File: src/rtl/scsa_pkg.sv
// shared types and codes for the sparse column accumulate store
// no dependencies

package scsa_pkg;

    // command codes
    localparam logic [2:0] CMD_ACCUM   = 3'd0;
    localparam logic [2:0] CMD_READ    = 3'd1;
    localparam logic [2:0] CMD_RESERVE = 3'd2;
    localparam logic [2:0] CMD_ZERO    = 3'd3;
    localparam logic [2:0] CMD_SCALE   = 3'd4;
    localparam logic [2:0] CMD_CLEAR   = 3'd5;

    // status codes
    localparam logic [1:0] ST_OK    = 2'd0;
    localparam logic [1:0] ST_RANGE = 2'd1;
    localparam logic [1:0] ST_FULL  = 2'd2;
    localparam logic [1:0] ST_SAT   = 2'd3;

    // datapath strobes driven by the controller
    typedef struct packed {
        logic load;
        logic fill_rd;
        logic walk_sel;
        logic search_init;
        logic rd_mid;
        logic step;
        logic rd_lo;
        logic probe;
        logic shift_init;
        logic shift_rd;
        logic shift_wr;
        logic ins_wr;
        logic acc_wr;
        logic res_entry;
        logic set_oor;
        logic set_full;
        logic walk_init;
        logic ent_init;
        logic ent_rd;
        logic mul;
        logic ent_wr;
        logic col_next;
        logic clr_wr;
    } scsa_cmd_t;

    // datapath conditions seen by the controller
    typedef struct packed {
        logic [2:0] cmd;
        logic       in_range;
        logic       search_more;
        logic       hit;
        logic       full;
        logic       shift_more;
        logic       ent_more;
        logic       col_more;
        logic       clr_last;
    } scsa_stat_t;

endpackage

File: src/rtl/scsa_ctrl.sv
// controller: sequences search, insert shift, bulk walks and clearing passes
// depends on scsa_pkg

module scsa_ctrl
    import scsa_pkg::*;
(
    input  logic       clk,
    input  logic       rst_n,
    input  logic       in_valid,
    output logic       in_ready,
    output logic       out_valid,
    input  logic       out_ready,
    input  scsa_stat_t stat,
    output scsa_cmd_t  ctl
);

    localparam logic [4:0] S_CLR_RST = 5'd0;
    localparam logic [4:0] S_IDLE    = 5'd1;
    localparam logic [4:0] S_RANGE   = 5'd2;
    localparam logic [4:0] S_SINIT   = 5'd3;
    localparam logic [4:0] S_SCHK    = 5'd4;
    localparam logic [4:0] S_SCMP    = 5'd5;
    localparam logic [4:0] S_PROBE   = 5'd6;
    localparam logic [4:0] S_DECIDE  = 5'd7;
    localparam logic [4:0] S_SHCHK   = 5'd8;
    localparam logic [4:0] S_SHWR    = 5'd9;
    localparam logic [4:0] S_INSD    = 5'd10;
    localparam logic [4:0] S_ACC     = 5'd11;
    localparam logic [4:0] S_WCOL    = 5'd12;
    localparam logic [4:0] S_WFILL   = 5'd13;
    localparam logic [4:0] S_ECHK    = 5'd14;
    localparam logic [4:0] S_EMUL    = 5'd15;
    localparam logic [4:0] S_EWR     = 5'd16;
    localparam logic [4:0] S_CLR_CMD = 5'd17;
    localparam logic [4:0] S_DONE    = 5'd18;

    logic [4:0] state_reg, state_next;

    assign in_ready  = state_reg == S_IDLE;
    assign out_valid = state_reg == S_DONE;

    // next state and strobes
    always_comb
    begin
        state_next = state_reg;
        ctl        = '0;
        case (state_reg)
            S_CLR_RST:
            begin
                ctl.clr_wr = 1'b1;
                if (stat.clr_last)
                begin
                    state_next = S_IDLE;
                end
            end
            S_IDLE:
            begin
                if (in_valid)
                begin
                    ctl.load = 1'b1;
                    ctl.walk_init = 1'b1;
                    state_next = S_RANGE;
                end
            end
            S_RANGE:
            begin
                // decode the latched command
                if (stat.cmd == CMD_ACCUM || stat.cmd == CMD_READ ||
                    stat.cmd == CMD_RESERVE)
                begin
                    if (stat.in_range)
                    begin
                        ctl.fill_rd = 1'b1;
                        state_next = S_SINIT;
                    end
                    else
                    begin
                        ctl.set_oor = 1'b1;
                        state_next = S_DONE;
                    end
                end
                else if (stat.cmd == CMD_ZERO || stat.cmd == CMD_SCALE)
                begin
                    state_next = S_WCOL;
                end
                else if (stat.cmd == CMD_CLEAR)
                begin
                    state_next = S_CLR_CMD;
                end
                else
                begin
                    state_next = S_DONE;
                end
            end
            S_SINIT:
            begin
                ctl.search_init = 1'b1;
                state_next = S_SCHK;
            end
            S_SCHK:
            begin
                if (stat.search_more)
                begin
                    ctl.rd_mid = 1'b1;
                    state_next = S_SCMP;
                end
                else
                begin
                    ctl.rd_lo = 1'b1;
                    state_next = S_PROBE;
                end
            end
            S_SCMP:
            begin
                ctl.step = 1'b1;
                state_next = S_SCHK;
            end
            S_PROBE:
            begin
                ctl.probe = 1'b1;
                state_next = S_DECIDE;
            end
            S_DECIDE:
            begin
                state_next = S_DONE;
                if (stat.cmd == CMD_READ)
                begin
                    ctl.res_entry = stat.hit;
                end
                else if (!stat.hit && stat.full)
                begin
                    ctl.set_full = 1'b1;
                end
                else if (!stat.hit)
                begin
                    ctl.shift_init = 1'b1;
                    state_next = S_SHCHK;
                end
                else if (stat.cmd == CMD_ACCUM)
                begin
                    state_next = S_ACC;
                end
                else
                begin
                    ctl.res_entry = 1'b1;
                end
            end
            S_SHCHK:
            begin
                if (stat.shift_more)
                begin
                    ctl.shift_rd = 1'b1;
                    state_next = S_SHWR;
                end
                else
                begin
                    ctl.ins_wr = 1'b1;
                    state_next = S_INSD;
                end
            end
            S_SHWR:
            begin
                ctl.shift_wr = 1'b1;
                state_next = S_SHCHK;
            end
            S_INSD:
            begin
                if (stat.cmd == CMD_ACCUM)
                begin
                    state_next = S_ACC;
                end
                else
                begin
                    ctl.res_entry = 1'b1;
                    state_next = S_DONE;
                end
            end
            S_ACC:
            begin
                ctl.acc_wr = 1'b1;
                state_next = S_DONE;
            end
            S_WCOL:
            begin
                ctl.walk_sel = 1'b1;
                if (stat.col_more)
                begin
                    ctl.fill_rd = 1'b1;
                    state_next = S_WFILL;
                end
                else
                begin
                    state_next = S_DONE;
                end
            end
            S_WFILL:
            begin
                ctl.ent_init = 1'b1;
                state_next = S_ECHK;
            end
            S_ECHK:
            begin
                if (stat.ent_more)
                begin
                    ctl.ent_rd = 1'b1;
                    state_next = S_EMUL;
                end
                else
                begin
                    ctl.col_next = 1'b1;
                    state_next = S_WCOL;
                end
            end
            S_EMUL:
            begin
                ctl.mul = 1'b1;
                state_next = S_EWR;
            end
            S_EWR:
            begin
                ctl.ent_wr = 1'b1;
                state_next = S_ECHK;
            end
            S_CLR_CMD:
            begin
                ctl.clr_wr = 1'b1;
                if (stat.clr_last)
                begin
                    state_next = S_DONE;
                end
            end
            S_DONE:
            begin
                if (out_ready)
                begin
                    state_next = S_IDLE;
                end
            end
            default:
            begin
                state_next = S_IDLE;
            end
        endcase
    end

    always_ff @(posedge clk or negedge rst_n)
    begin
        if (!rst_n)
        begin
            state_reg <= S_CLR_RST;
        end
        else
        begin
            state_reg <= state_next;
        end
    end

endmodule

File: config.mk
export PLATFORM = sky130hd
export DESIGN_NAME = scsa_ctrl
export DESIGN_NICKNAME = d
export VERILOG_FILES = /design/src/rtl/scsa_pkg.sv /design/src/rtl/scsa_ctrl.sv
export SDC_FILE = /design/constraint.sdc
export NUM_CORES = 1
export LEC_CHECK = 0
export BUFFER_PORTS_ARGS = -buffer_cell sky130_fd_sc_hd__buf_2
export CAP_MARGIN = 30
export CORE_MARGIN = 2
export CORE_UTILIZATION = 51
export CTS_BUF_LIST = sky130_fd_sc_hd__clkbuf_8
export DETAILED_ROUTE_END_ITERATION = 12
export MAX_ROUTING_LAYER = met4
export PLACE_DENSITY = 0.93
export SYNTH_ARGS = -nofsm -noshare
export SYNTH_HDL_FRONTEND = slang
export SYNTH_SLANG_ARGS = --single-unit
File: constraint.sdc
create_clock -name clk -period 3.2 [get_ports clk]
set_input_delay 0.16 -clock clk [delete_from_list [all_inputs] [get_ports clk]]
set_output_delay 0.16 -clock clk [all_outputs]
set_load 0.005 [all_outputs]
# Word-level counts from Yosys, hierarchy flattened
# Index checks and enable logic that the tools add are counted.
# Widths: inputs -> output; s select.
# totals
reg_bits	5
inputBits	15
out_inout_bits	25
elab_cells	99
# classes
n_eq_ne	27
muxes	60
reduce_logical	11
# ops
op	n
$pmux 5 s17	1
$mux 5	12
$mux 1	41
$eq 5x4->1 const B	8
$eq 5x3->1 const B	4
$eq 5x5->1 const B	3
$eq 5x2->1 const B	2
$mux 2	4
$eq 3x2->1 const B	2
$eq 3x3->1 const B	2
$ne 2x2->1 const B	3
$reduce_or 2->1	3
$eq 5x1->1 const B	1
$logic_not 5->1	1
$pmux 1 s2	2
$reduce_and 4->1	1
$eq 3x1->1 const B	1
$logic_not 3->1	1
$logic_or 1x1->1	3
$ne 2x1->1 const B	1
$logic_and 1x1->1	1
$logic_not 1->1	1

# Depth between registers and ports, before layout
# depth
ltp_word	6
mapped_depth	7
depth_no_buf	5

# Worst setup path after synthesis
# Ideal clock, no wire load.
# synth_path
path_kind	register to register
startpoint	register state_reg[3]
endpoint	register state_reg[0]
setup_time_ps	82
arrival_ps	1671
required_ps	3118
setup_slack_ps	1447
path_stages_with_launch	7
path_buffers	1
synth_period_minus_slack_ps	1753
path_cell_list	dfrtp_1 > buf_6 > or3b_4 > or4_1 > a21oi_1 > a221oi_1 > a31oi_1
# synth_via
elab_chain_cells	3
word_cells_on_any_way	27
cone_classes	22 x eq/ne; 1 x mux; 4 x reduce/logical
# synth_lines
item	line	source
from (decl)	scsa_ctrl.sv:37	logic [4:0] state_reg, state_next;
from (signal assigned)	scsa_ctrl.sv:254	state_reg <= state_next;
$eq 5x5->1 (tied with other cells)	scsa_ctrl.sv:47	case (state_reg)
$reduce_or 2->1 (no line) (tied with other cells)	n/a	
$pmux 5 s17 / $reduce_and 4->1 (equally long branches)	n/a	
# Several ways; a longest one is shown, not always the timed one.
# A chain may end at the register's enable or synchronous reset.

==> impl_metrics.csv <==
group,metric,value,unit
run_status,status,"complete, no violations",
timing,relSlewSlack,62.66,%
timing,maxSlewViolCount,0,
synthesis,yosys_warnings,0,
worst_setup_path,reg2reg_to,"state_reg[0]",
final_layout,fin_util,69.27,%
pwr,vdd_drop_max,0.5228,mV
worst_setup_path,ff2ff_path_depth,5,
synthesis,syn_area_per_cell,6.471,um2
timing,setup_viol,0,
synthesis,yosysUniqueCellTypes,38,
job,cap_violations,0,
global_routing,met3_usage,5.306,%
final_layout,nets,177,
global_routing,grt_overflow_total,0,
synthesis,synth_edf_count,0,
placement,dp_hpwl,1959,um
pwr,pwr-share-clk,16.0,%
worst_setup_path,r2r_start,"state_reg[1]",
worst_setup_path,rrSetupSlack,1.13,ns
die,start_util,54.98,%
cts,cts_buffer_depth,2,
cts,clk_pin_slew,0.04,ns
synthesis,netlist_area,828.3,um2
route,drc,0,
worst_setup_path,cp-end-kind,"primary output",
cts,cts_tree,"done",
route,vias,1122,
global_routing,use_met2,45.59,%
timing,timing.fmax,0.4749,GHz
timing,fin_setup_tns,0,ns
route,ant_nets,0,
route,drt-total-wl,2528,um
route,vias_per_cell,6.339,
placement,gp_congestion,0.9115,
global_routing,antenna_found_initial,0,
worst_hold_path,hold_class,"in2async",
synthesis,yosys_most_used_dff,"dfrtp_1",
pwr,finalPower,0.7173,mW
synthesis,async_reset_ff_share,100.0,%
die,core,1506,um2
timing,final.period_utilization,65.80,%
pwr,internal_power,0.3483,mW
global_routing,use_met1,38.10,%
synthesis,synth-seq-area-share,15.11,%
die,rows,14,
synthesis,syn_inst,128,
die,die_y,44.30,um
timing,max_slew.worst_pin.slew,0.5602,ns
worst_setup_path,crit_start,"state_reg[4]",
cts,insertion_delay,0.23,ns
worst_setup_path,worstPathRequired,3.04,ns
die,die_area,1962,um2
pwr,comb_power_share,58.9,%
final_layout,final_cell_mix,"buf_2, nor2_1, nor3_1",
timing,hold_violations,0,
placement,portBuffers,39,
pwr,seq_power_share,25.1,%
worst_setup_path,cp_max_fo,15,
global_routing,grt_pass1_vias,920,
timing,skew,0.005953,ns
final_layout,layout_commonest_cell,"buf_2",
final_layout,syn2layout_area_growth,25.98,%
global_routing,grt_pass1_wl,4146,um
worst_setup_path,critPathArrivalTime,1.95,ns
pwr,power.share.switching,51.45,%
worst_setup_path,path_class,"reg2out",
global_routing,grt_max_degree,21,
final_layout,largest_register_ffs,5,
cts,cts_root_buf,"clkbuf_8",
final_layout,drive_gt1_share,27.33,%
synthesis,syn-num-nets,143,
pwr,p_leak,0.4895,nW
worst_setup_path,crit_path_start_kind,"flip-flop",
cts,cts-htree-levels,1,
synthesis,ys_ff_latch,5,
global_routing,grt_usage,28.89,%
cts,postCtsSetupRepairBufs,0,
final_layout,n_antenna_cell,0,
die,die_w,44.30,um
pwr,power_switching,0.3690,mW
timing,rsz0062_at_grt,"false",
route,wl_per_cell,14.28,um
cts,numCtsBuffers,3,
global_routing,gr-max-usage-layer,"met2",
route,drt_iter0_drc,47,
cts,cts.sinks,5,
pwr,power_density,687.4,nW/um2
timing,min_period,2.106,ns
die,num_io_pins,40,
route,drt_first_pass_iters,4,
-- layer usage --
metal / routed length (um) / share of wire, %
met5: 0 / 0
met2: 1221 / 48
met4: 38 / 1.5
met1: 1015 / 40
met3: 253 / 10
-- power by group through the flow --
stage	logic [mW]	clock network (mW)	registers (mW)
CTS	0.420	0.118	0.174
finish	0.422	0.115	0.180
global placement	0.403	0	0.171
global route	0.472	0.124	0.189
detailed placement	0.417	0	0.175
floorplan	0.382	0	0.105
-- Yosys cell counts, types with 2 or more instances --
master	n	area share, %
a211oi_1	2	1.8
a21oi_1	8	4.8
a31oi_1	3	2.3
and3_1	3	2.3
and3b_1	2	2.1
buf_2	2	1.2
clkbuf_1	7	3.2
dfrtp_1	5	15
inv_1	6	2.7
nand2_1	12	5.4
nand2b_1	3	2.3
nor2_1	18	8.2
nor2b_1	6	4.5
nor3_1	16	9.7
nor3b_1	3	2.7
nor4_1	3	2.3
nor4b_1	2	2.1
o21a_1	2	1.8
o21ai_0	3	1.8
o22ai_1	2	1.5
or3_1	2	1.5
or4_1	2	1.8
-- how the worst max path moves through the flow --
stage	end	slack, ns	cells after the start
2_1_floorplan	state_reg[0]	1.45	6
3_3_place_gp	state_reg[0]	1.22	5
3_5_place_dp	state_reg[0]	1.18	5
4_1_cts	ctl[8]	1.12	4
5_1_grt	ctl[8]	0.98	4
6_report	ctl[8]	1.09	4
-- area by class of cell --
cell class / count / area (um2)
timing repair buffer: 40 / 205.2
tap: 16 / 20.02
multi-input combinational: 106 / 625.6
sequential: 5 / 125.1
clock inverter: 1 / 3.754
inverter: 6 / 22.52
clock buffer: 3 / 41.29
fill: 141 / 462.9
-- logic make-up after synthesis --
| family | share of synthesized area, % |
|---|---|
| flops | 15.11 |
| buf+inv | 9.366 |
| xor+xnor | 1.058 |
| simple gates | 47.73 |
| compound gates | 26.74 |
-- what timing repair did --
item,4_1_cts,5_1_grt
resized for setup,0,0
endpoints found under the hold margin,5,0
hold buffers,1,0
-- stage by stage --
step,hold slack [ns],instances,setup slack (ns),instance area [um2]
floorplan,-0.1356,128,1.447,828.3
global placement,-0.01894,172,1.223,988.4
detailed placement,-0.01924,172,1.184,988.4
CTS,0.2771,177,1.120,1044
global route,0.3124,177,0.9809,1044
finish,0.2904,177,1.094,1044
-- critical path, stage by stage, from the launching register on --
cell and delay [ns]:
dfrtp_1 0.52, or3_1 0.55, a2111oi_4 0.28, nor2b_1 0.23, buf_2 0.14
No activity file was read; power rests on OpenSTA's default activity.
